[src/dns_pkg.sv]
// Shared types, codes and constants for the decimal number scanner.
package dns_pkg;

	localparam int DEF_VALUE_BITS      = 48;
	localparam int DEF_MAX_FRAC_DIGITS = 6;

	localparam int CH_W     = 8;
	localparam int STATUS_W = 2;
	localparam int COUNT_W  = 8;
	localparam int LIMIT_W  = 3;
	localparam int ADD_W    = 34;

	localparam logic [LIMIT_W-1:0] LIMIT_RESET = LIMIT_W'(6);
	localparam logic [COUNT_W-1:0] COUNT_MAX   = '1;

	localparam logic [CH_W-1:0] CHAR_ZERO  = 8'h30;
	localparam logic [CH_W-1:0] CHAR_NINE  = 8'h39;
	localparam logic [CH_W-1:0] CHAR_DOT   = 8'h2e;
	localparam logic [CH_W-1:0] CHAR_PLUS  = 8'h2b;
	localparam logic [CH_W-1:0] CHAR_MINUS = 8'h2d;

	typedef enum logic [2:0] {
		PH_BEGIN,
		PH_SIGN,
		PH_DOT,
		PH_INTEGER,
		PH_FRACTION
	} phase_t;

	typedef enum logic [STATUS_W-1:0] {
		ST_OK,
		ST_NO_FRAC_DIGIT,
		ST_NO_SIGN_DIGIT,
		ST_BAD_FIRST
	} status_t;

	// control into the saturating multiply-add
	typedef struct packed {
		logic times_ten;
		logic saturated;
	} acc_ctl_t;

	function automatic logic [ADD_W-1:0] pow10(input logic [3:0] e);
		logic [ADD_W-1:0] p;
		case (e)
			4'd0: p = ADD_W'(1);
			4'd1: p = ADD_W'(10);
			4'd2: p = ADD_W'(100);
			4'd3: p = ADD_W'(1000);
			4'd4: p = ADD_W'(10000);
			4'd5: p = ADD_W'(100000);
			4'd6: p = ADD_W'(1000000);
			4'd7: p = ADD_W'(10000000);
			4'd8: p = ADD_W'(100000000);
			4'd9: p = ADD_W'(1000000000);
			default: p = '0;
		endcase
		return p;
	endfunction

endpackage

[src/dns_char_if.sv]
// Character channel: valid/ready handshake carrying one ASCII byte.
interface dns_char_if;
	logic                   valid;
	logic                   ready;
	logic [dns_pkg::CH_W-1:0] ch;

	modport source (output valid, output ch, input ready);
	modport sink   (input valid, input ch, output ready);
endinterface

[src/dns_result_if.sv]
// Result channel: valid/ready handshake carrying one scanned number.
interface dns_result_if #(
	parameter int VALUE_BITS = dns_pkg::DEF_VALUE_BITS
);
	logic                          valid;
	logic                          ready;
	logic [dns_pkg::STATUS_W-1:0]  status;
	logic signed [VALUE_BITS-1:0]  value;
	logic [dns_pkg::COUNT_W-1:0]   char_count;
	logic                          overflow;

	modport source (output valid, output status, output value, output char_count,
		output overflow, input ready);
	modport sink   (input valid, input status, input value, input char_count,
		input overflow, output ready);
endinterface

[src/decimal_number_scanner.sv]
// Top level of the decimal number scanner: input register, limit register, scan core.
//
// Feed ASCII characters on chars, one item per handshake. The block scans an
// optional sign, integer digits, an optional point and fraction digits, and
// delivers one item on results when the number ends or is malformed: status,
// value (signed, scaled by 10^MAX_FRAC_DIGITS), char_count and overflow.
// The character that ends a number is dropped, not rescanned.
// Write cfg_wr_data with cfg_wr_en high to set the fraction digit limit;
// do so only while no characters are in flight.
// A character accepted into the input register is scanned from there into the
// scan state and, when it ends a number, into the result register.
// Throughput: one character per cycle while no result item waits on a low
// results.ready; the scan step and the multiply-add of the magnitude are both
// combinational between the input register and the result register.
// Reset clears the scan state, empties both registers and sets the limit to 6.
// When results.ready is low with an item waiting, the scan holds and
// chars.ready falls once the input register is also full; nothing is lost.
module decimal_number_scanner #(
	parameter int VALUE_BITS      = dns_pkg::DEF_VALUE_BITS,
	parameter int MAX_FRAC_DIGITS = dns_pkg::DEF_MAX_FRAC_DIGITS
) (
	input  logic                        clk,
	input  logic                        arst_n,
	input  logic                        cfg_wr_en,
	input  logic [dns_pkg::LIMIT_W-1:0] cfg_wr_data,
	dns_char_if.sink                    chars,
	dns_result_if.source                results
);
	import dns_pkg::*;

	logic              valid_s1;
	logic [CH_W-1:0]   ch_s1;
	logic              step_ready;
	logic [LIMIT_W-1:0] limit_q;

	assign chars.ready = !valid_s1 || step_ready;

	always_ff @(posedge clk or negedge arst_n) begin
		if (!arst_n) begin
			valid_s1 <= 1'b0;
		end else if (chars.ready) begin
			valid_s1 <= chars.valid;
		end
	end

	always_ff @(posedge clk) begin
		if (chars.valid && chars.ready) begin
			ch_s1 <= chars.ch;
		end
	end

	always_ff @(posedge clk or negedge arst_n) begin
		if (!arst_n) begin
			limit_q <= LIMIT_RESET;
		end else if (cfg_wr_en) begin
			limit_q <= cfg_wr_data;
		end
	end

	dns_scan #(
		.VALUE_BITS      (VALUE_BITS),
		.MAX_FRAC_DIGITS (MAX_FRAC_DIGITS)
	) u_scan (
		.clk        (clk),
		.arst_n     (arst_n),
		.step_valid (valid_s1),
		.ch         (ch_s1),
		.limit      (limit_q),
		.step_ready (step_ready),
		.results    (results)
	);

endmodule

[src/dns_accum.sv]
// Saturating magnitude update: mag * (10 or 1) + add, clamped to the maximum.
module dns_accum #(
	parameter int VALUE_BITS = dns_pkg::DEF_VALUE_BITS
) (
	input  dns_pkg::acc_ctl_t           ctl,
	input  logic [VALUE_BITS-2:0]       mag,
	input  logic [dns_pkg::ADD_W-1:0]   add,
	output logic [VALUE_BITS-2:0]       mag_next,
	output logic                        sat_next
);
	import dns_pkg::*;

	localparam int MW = VALUE_BITS - 1;
	localparam int WW = VALUE_BITS + 4;
	localparam logic [MW-1:0] MAG_MAX   = '1;
	localparam logic [MW-1:0] MAG_DIV10 = MAG_MAX / 10;

	logic [WW-1:0] mag_w;
	logic [WW-1:0] scaled;
	logic [WW-1:0] sum;
	logic          over_pre;
	logic          over;

	assign mag_w  = WW'(mag);
	assign scaled = ctl.times_ten ? ((mag_w << 3) + (mag_w << 1)) : mag_w;
	assign sum    = scaled + WW'(add);

	assign over_pre = ctl.saturated || (WW'(add) > WW'(MAG_MAX))
		|| (ctl.times_ten && (mag > MAG_DIV10));
	assign over     = over_pre || (sum > WW'(MAG_MAX));

	assign mag_next = over ? MAG_MAX : sum[MW-1:0];
	assign sat_next = over;

endmodule

[src/dns_scan.sv]
// Scan state, per-character phase logic and the result register.
module dns_scan #(
	parameter int VALUE_BITS      = dns_pkg::DEF_VALUE_BITS,
	parameter int MAX_FRAC_DIGITS = dns_pkg::DEF_MAX_FRAC_DIGITS
) (
	input  logic                          clk,
	input  logic                          arst_n,
	input  logic                          step_valid,
	input  logic [dns_pkg::CH_W-1:0]      ch,
	input  logic [dns_pkg::LIMIT_W-1:0]   limit,
	output logic                          step_ready,
	dns_result_if.source                  results
);
	import dns_pkg::*;

	localparam int MW = VALUE_BITS - 1;
	localparam int FW = $clog2(MAX_FRAC_DIGITS + 1);
	localparam logic [MW-1:0] MAG_MAX = '1;

	phase_t               phase_q, phase_d;
	logic [MW-1:0]        mag_q;
	logic                 neg_q;
	logic [FW-1:0]        seen_q;
	logic [COUNT_W-1:0]   consumed_q;
	logic                 sat_q;

	logic                 res_valid_q;
	status_t              res_status_q;
	logic signed [VALUE_BITS-1:0] res_value_q;
	logic [COUNT_W-1:0]   res_count_q;
	logic                 res_ovf_q;

	logic                 step_en;
	logic                 dig;
	logic [3:0]           digit;
	logic [FW-1:0]        eff_limit;
	logic [3:0]           frac_exp;
	logic [ADD_W-1:0]     add;

	// decoded actions for the current character
	logic                 do_emit;
	status_t              emit_status;
	logic                 do_count;
	logic                 do_acc;
	logic                 acc_frac;
	logic                 do_sign;

	acc_ctl_t             acc_ctl;
	logic [MW-1:0]        mag_next;
	logic                 sat_next;
	logic [VALUE_BITS-1:0] mag_ext;

	assign step_ready = !res_valid_q || results.ready;
	assign step_en    = step_valid && step_ready;

	assign dig   = (ch >= CHAR_ZERO) && (ch <= CHAR_NINE);
	assign digit = dig ? 4'(ch - CHAR_ZERO) : 4'd0;

	always_comb begin
		if (limit == '0) begin
			eff_limit = FW'(1);
		end else if (int'(limit) > MAX_FRAC_DIGITS) begin
			eff_limit = FW'(MAX_FRAC_DIGITS);
		end else begin
			eff_limit = FW'(limit);
		end
	end

	assign frac_exp = acc_frac ? 4'(MAX_FRAC_DIGITS - 1 - int'(seen_q))
		: 4'(MAX_FRAC_DIGITS);
	assign add      = ADD_W'(digit * pow10(frac_exp));

	// next phase
	always_comb begin
		phase_d = phase_q;
		case (phase_q)
			PH_SIGN, PH_INTEGER: begin
				if (ch == CHAR_DOT) begin
					phase_d = PH_DOT;
				end else if (dig) begin
					phase_d = PH_INTEGER;
				end else begin
					phase_d = PH_BEGIN;
				end
			end
			PH_DOT: begin
				phase_d = dig ? PH_FRACTION : PH_BEGIN;
			end
			PH_FRACTION: begin
				phase_d = (dig && (seen_q < eff_limit)) ? PH_FRACTION : PH_BEGIN;
			end
			default: begin
				if (dig) begin
					phase_d = PH_INTEGER;
				end else if (ch == CHAR_PLUS || ch == CHAR_MINUS) begin
					phase_d = PH_SIGN;
				end else if (ch == CHAR_DOT) begin
					phase_d = PH_DOT;
				end else begin
					phase_d = PH_BEGIN;
				end
			end
		endcase
	end

	// actions
	always_comb begin
		do_emit     = 1'b0;
		emit_status = ST_OK;
		do_count    = 1'b0;
		do_acc      = 1'b0;
		acc_frac    = 1'b0;
		do_sign     = 1'b0;
		case (phase_q)
			PH_SIGN: begin
				if (ch == CHAR_DOT) begin
					do_count = 1'b1;
				end else if (dig) begin
					do_count = 1'b1;
					do_acc   = 1'b1;
				end else begin
					do_emit     = 1'b1;
					emit_status = ST_NO_SIGN_DIGIT;
				end
			end
			PH_DOT: begin
				if (dig) begin
					do_count = 1'b1;
					do_acc   = 1'b1;
					acc_frac = 1'b1;
				end else begin
					do_emit     = 1'b1;
					emit_status = ST_NO_FRAC_DIGIT;
				end
			end
			PH_INTEGER: begin
				if (ch == CHAR_DOT) begin
					do_count = 1'b1;
				end else if (dig) begin
					do_count = 1'b1;
					do_acc   = 1'b1;
				end else begin
					do_emit = 1'b1;
				end
			end
			PH_FRACTION: begin
				if (dig && (seen_q < eff_limit)) begin
					do_count = 1'b1;
					do_acc   = 1'b1;
					acc_frac = 1'b1;
				end else begin
					do_emit = 1'b1;
				end
			end
			default: begin
				if (dig) begin
					do_count = 1'b1;
					do_acc   = 1'b1;
				end else if (ch == CHAR_PLUS || ch == CHAR_MINUS) begin
					do_count = 1'b1;
					do_sign  = 1'b1;
				end else if (ch == CHAR_DOT) begin
					do_count = 1'b1;
				end else begin
					do_emit     = 1'b1;
					emit_status = ST_BAD_FIRST;
				end
			end
		endcase
	end

	assign acc_ctl.times_ten = !acc_frac;
	assign acc_ctl.saturated = sat_q;

	dns_accum #(
		.VALUE_BITS (VALUE_BITS)
	) u_accum (
		.ctl      (acc_ctl),
		.mag      (mag_q),
		.add      (add),
		.mag_next (mag_next),
		.sat_next (sat_next)
	);

	always_ff @(posedge clk or negedge arst_n) begin
		if (!arst_n) begin
			phase_q    <= PH_BEGIN;
			mag_q      <= '0;
			neg_q      <= 1'b0;
			seen_q     <= '0;
			consumed_q <= '0;
			sat_q      <= 1'b0;
		end else if (step_en) begin
			if (do_emit) begin
				phase_q    <= PH_BEGIN;
				mag_q      <= '0;
				neg_q      <= 1'b0;
				seen_q     <= '0;
				consumed_q <= '0;
				sat_q      <= 1'b0;
			end else begin
				phase_q <= phase_d;
				if (do_acc) begin
					mag_q <= mag_next;
					sat_q <= sat_next;
				end
				if (acc_frac) begin
					seen_q <= seen_q + FW'(1);
				end
				if (do_sign) begin
					neg_q <= (ch == CHAR_MINUS);
				end
				if (do_count && consumed_q != COUNT_MAX) begin
					consumed_q <= consumed_q + COUNT_W'(1);
				end
			end
		end
	end

	assign mag_ext = VALUE_BITS'(mag_q);

	always_ff @(posedge clk or negedge arst_n) begin
		if (!arst_n) begin
			res_valid_q <= 1'b0;
		end else if (step_en && do_emit) begin
			res_valid_q <= 1'b1;
		end else if (results.ready) begin
			res_valid_q <= 1'b0;
		end
	end

	always_ff @(posedge clk) begin
		if (step_en && do_emit) begin
			res_status_q <= emit_status;
			res_count_q  <= consumed_q;
			if (emit_status == ST_OK) begin
				res_value_q <= neg_q ? -$signed(mag_ext) : $signed(mag_ext);
				res_ovf_q   <= sat_q;
			end else begin
				res_value_q <= '0;
				res_ovf_q   <= 1'b0;
			end
		end
	end

	assign results.valid      = res_valid_q;
	assign results.status     = res_status_q;
	assign results.value      = res_value_q;
	assign results.char_count = res_count_q;
	assign results.overflow   = res_ovf_q;

	a_err_zero: assert property (@(posedge clk) disable iff (!arst_n)
		res_valid_q && res_status_q != ST_OK |-> res_value_q == '0 && !res_ovf_q)
		else $error("error item carries a nonzero value or overflow");

	a_sat_max: assert property (@(posedge clk) disable iff (!arst_n)
		sat_q |-> mag_q == MAG_MAX)
		else $error("saturated flag without maximum magnitude");

	a_frac_seen: assert property (@(posedge clk) disable iff (!arst_n)
		phase_q == PH_FRACTION |-> seen_q != '0 && int'(seen_q) <= MAX_FRAC_DIGITS)
		else $error("fraction digit count out of range");

	a_begin_clear: assert property (@(posedge clk) disable iff (!arst_n)
		phase_q == PH_BEGIN |-> mag_q == '0 && consumed_q == '0 && !neg_q && !sat_q)
		else $error("begin phase with leftover number state");

	a_emit_shows: assert property (@(posedge clk) disable iff (!arst_n)
		step_en && do_emit |=> res_valid_q)
		else $error("terminated number produced no item");

endmodule
[src/flat_wrapper.sv]
// flat-port wrapper written by rule: the top's interface ports become plain ports
module decimal_number_scanner_flat import dns_pkg::*;
#(
	parameter int VALUE_BITS      = dns_pkg::DEF_VALUE_BITS,
	parameter int MAX_FRAC_DIGITS = dns_pkg::DEF_MAX_FRAC_DIGITS
)
  (clk, arst_n, cfg_wr_en, cfg_wr_data, chars_valid, chars_ch, chars_ready, results_valid, results_status, results_value, results_char_count, results_overflow, results_ready);
  dns_char_if chars_i ();
  dns_result_if #(.VALUE_BITS(VALUE_BITS)) results_i ();
  input  logic clk;
  input  logic arst_n;
  input  logic cfg_wr_en;
  input  logic [dns_pkg::LIMIT_W-1:0] cfg_wr_data;
  input wire logic [$bits(chars_i.valid)-1:0] chars_valid;
  input wire logic [$bits(chars_i.ch)-1:0] chars_ch;
  output wire logic [$bits(chars_i.ready)-1:0] chars_ready;
  output wire logic [$bits(results_i.valid)-1:0] results_valid;
  output wire logic [$bits(results_i.status)-1:0] results_status;
  output wire logic [$bits(results_i.value)-1:0] results_value;
  output wire logic [$bits(results_i.char_count)-1:0] results_char_count;
  output wire logic [$bits(results_i.overflow)-1:0] results_overflow;
  input wire logic [$bits(results_i.ready)-1:0] results_ready;
  assign chars_i.valid = chars_valid;
  assign chars_i.ch = chars_ch;
  assign chars_ready = chars_i.ready;
  assign results_valid = results_i.valid;
  assign results_status = results_i.status;
  assign results_value = results_i.value;
  assign results_char_count = results_i.char_count;
  assign results_overflow = results_i.overflow;
  assign results_i.ready = results_ready;
  decimal_number_scanner #(.VALUE_BITS(VALUE_BITS), .MAX_FRAC_DIGITS(MAX_FRAC_DIGITS)) u_core (.clk(clk), .arst_n(arst_n), .cfg_wr_en(cfg_wr_en), .cfg_wr_data(cfg_wr_data), .chars(chars_i), .results(results_i));
endmodule
[config.mk]
export PLATFORM = sky130hd
export DESIGN_NAME = decimal_number_scanner_flat
export DESIGN_NICKNAME = d
export VERILOG_FILES = /design/src/dns_pkg.sv /design/src/dns_char_if.sv /design/src/dns_result_if.sv /design/src/decimal_number_scanner.sv /design/src/dns_accum.sv /design/src/dns_scan.sv /design/src/flat_wrapper.sv
export SDC_FILE = /design/constraint.sdc
export NUM_CORES = 1
export LEC_CHECK = 0
export BUFFER_PORTS_ARGS = -buffer_cell sky130_fd_sc_hd__buf_4
export CORE_MARGIN = 3
export CORE_UTILIZATION = 39
export DETAILED_ROUTE_END_ITERATION = 10
export GPL_ROUTABILITY_DRIVEN = 0
export GPL_TIMING_DRIVEN = 0
export RECOVER_POWER = 100
export REMOVE_ABC_BUFFERS = 1
export SLEW_MARGIN = 20
export SYNTH_ARGS = -nofsm -noshare
export SYNTH_HDL_FRONTEND = slang
export SYNTH_SLANG_ARGS = --single-unit
[constraint.sdc]
create_clock -name clk -period 9.65 [get_ports clk]
set_input_delay 0 -clock clk [delete_from_list [all_inputs] [get_ports clk]]
set_output_delay 0 -clock clk [all_outputs]
set_load 0.005 [all_outputs]
==> out/metrics.cfg <==
[yosys]
avgSynthCellArea_um2 = 7.906
ys_seq_area_share_pct = 23.87
yosysWarningCount = 0
syn_area_mm2 = 0.01557
ys_seq_elements = 135
ys_types = 74
ys_async_sr_fraction_pct = 50.37
synth_cells = 1969
synth-edff-count = 67
synthFlopType = edfxtp_1

[clock_network]
clk_pin_slew_ns = 0.07
cts_inserted_buffers = 17
clockBufferDepth = 2
clock-sinks = 135
clk_latency_ns = 0.45
h-tree-depth = 4
cts_tree = done
cts_root_buf = clkbuf_16

[floorplanning]
ios = 77
initial_core_util_pct = 39.91
rows = 72
die_h_um = 205.8
core_mm2 = 0.03901
dieArea_mm2 = 0.04235
die_w_um = 205.8

[hold_path]
min_path_type = in -> reg

[detailed_routing]
drt_wl_total_mm = 44.73
antenna_left = 0
post_drt_wl_per_cell_um = 17.39
num_vias = 14690
via_per_inst = 5.710
drc = 0
drtIter0Drc = 1302
dr.pass1.iters = 6

[timing]
slew_headroom_pct = -167.8
finClkSkew_ns = 0.02423
min_period_over_period_pct = 96.94
setup_viol = 0
period_minus_slack_ns = 9.354
setup_ws_ns = 0.2956
tightest_slew_ns = 4.017
finalHoldViolCount = 0
drv_slew = 69
fmax_ghz = 0.1069

[layout]
finalNonFillerCells = 2573
fillCellCount = 3707
final_cell_mix = 223 x nor2_1, 174 x a21oi_1, 164 x nand2_1, 132 x o21ai_0, 125 x inv_1
drive_above_1_share_pct = 13.14
layout_commonest_cell = nor2_1
nets = 2246
antenna_cells = 0
finalInstanceArea_mm2 = 0.01833
area_growth_pct = 17.76

[placed_design]
portBuffers = 76
place_area_mm2 = 0.01666
post-place-cells = 2483
place_hpwl_mm = 34.04
dp_slack_ns = -2.499

[global_routing]
grt_max_degree = 69
track_usage_pct = 21.09
first_global_vias = 13830
grt_pass1_wl_mm = 72.40
antenna_found_initial = 0
gr-total-overflow = 0

[setup_path]
crit_buf_inv = 8
cp.arrival_ns = 9.71
slowest_delay_ns = 0.57
cp_max_fo = 8
critPathKind = reg -> reg
r2r_slack_ns = 0.30
critPathRequiredTime_ns = 10.01
startpoint_type = flip-flop
end_kind = flip-flop
cp_slowest_cell = or4_1
cpMostUsedCell = ha_4
critPathTopFamily = simple AND/OR/NAND/NOR gates

[power_and_ir_drop]
vdd_drop_max_uv = 132.6
power_mw = 1.832
leakage_nw = 8.137
powerDensity_mw_per_mm2 = 99.92

[job]
maxCapViolCount = 1

[status]
violations = capacitance limit, slew limit
status = finished with violations

## layer usage
layer	vias to the layer above	track usage [%]	wire length, um
met5	-	0	0
met4	0	7.370	1193
met3	71	3.212	3281
met2	507	32.94	19880
met1	6946	29.76	20380
li1	7167	-	-
## cells in the mapped netlist, drive strengths merged, types with 54 or more instances
cell type    n  area (um^2)
nor2       233        874.6
a21oi      182        910.9
nand2      168        630.6
o21ai      143        715.7
ha         129         1614
inv        128        480.5
xor2        94        823.3
clkbuf      90        337.8
edfxtp      67         2012
dfrtp       66         1652
xnor2       64        560.5
fa          59         1181
nand3       54        270.3
## through the flow
step | setup TNS, ns | hold WS [ns] | util [%]
after floorplan | -263.26 | -0.2956 | -
after global placement | -800.89 | 0.1794 | 42.05
after detailed placement | -113.03 | 0.1806 | 42.71
after CTS | 0 | 0.2418 | 45.70
after global routing | -3.422 | 0.2830 | 46.99
final | 0 | 0.2765 | 46.99
## timing repair
action                     4_1_cts  5_1_grt
hold buffers                    16        0
gates resized for setup         55       55
setup endpoints to repair       48       48
cloned                           1        3
buffers inserted                17       21
pin swaps                       15       33
hold endpoints to repair        79        0
## cells by family after synthesis
group | after synthesis | synth area share, %
compound gates | 563 | 22.27
xor+xnor | 158 | 8.890
fa+ha+maj | 188 | 17.96
buf+inv | 228 | 5.570
flops | 135 | 23.87
mux | 9 | 0.6028
simple gates | 688 | 20.84
## power by group
part | leakage [nW] | switching (mW) | internal, mW
clock network | 0.287 | 0.277 | 0.388
logic | 6.26 | 0.266 | 0.196
registers | 1.59 | 0.0503 | 0.655
total | 8.14 | 0.593 | 1.24
## layout make-up
cell class | count | area [um^2] | area share (%)
Timing Repair Buffer | 152 | 1304 | 7.113
Tap cell | 518 | 648.1 | 3.536
Inverter | 129 | 489.2 | 2.669
Multi-Input combinational cell | 1607 | 11580 | 63.17
Clock inverter | 11 | 108.9 | 0.5939
Clock buffer | 21 | 481.7 | 2.628
Sequential cell | 135 | 3719 | 20.29
## worst paths after layout
path,from,to,depth (start not counted)
max in group asynchronous,arst_n,u_core.u_scan.neg_q,2
worst max register to register,u_core.limit_q[2],u_core.u_scan.mag_q[23],42
worst min register to register,u_core.u_scan.consumed_q[6],u_core.u_scan.results.char_count[6],0
worst max-delay path,u_core.limit_q[2],u_core.u_scan.mag_q[23],42
worst min-delay path,chars_ch[4],u_core.ch_s1[4],2
min in group asynchronous,arst_n,u_core.u_scan.seen_q[1],2
## state kept, by name (all words and copies together), names as in the netlist
signal / cells
u_core.u_scan.results.status: 2
u_core.u_scan.results.char_count: 8
u_core.u_scan.mag_q: 47
u_core.u_scan.results.value: 48
u_core.ch_s1: 8
u_core.u_scan.results.overflow: 1
u_core.u_scan.consumed_q: 8
u_core.limit_q: 3
u_core.u_scan.sat_q: 1
u_core.valid_s1: 1
u_core.u_scan.results.valid: 1
u_core.u_scan.neg_q: 1
u_core.u_scan.seen_q: 3
u_core.u_scan.phase_q: 3
(Power assumes the default switching activity.)
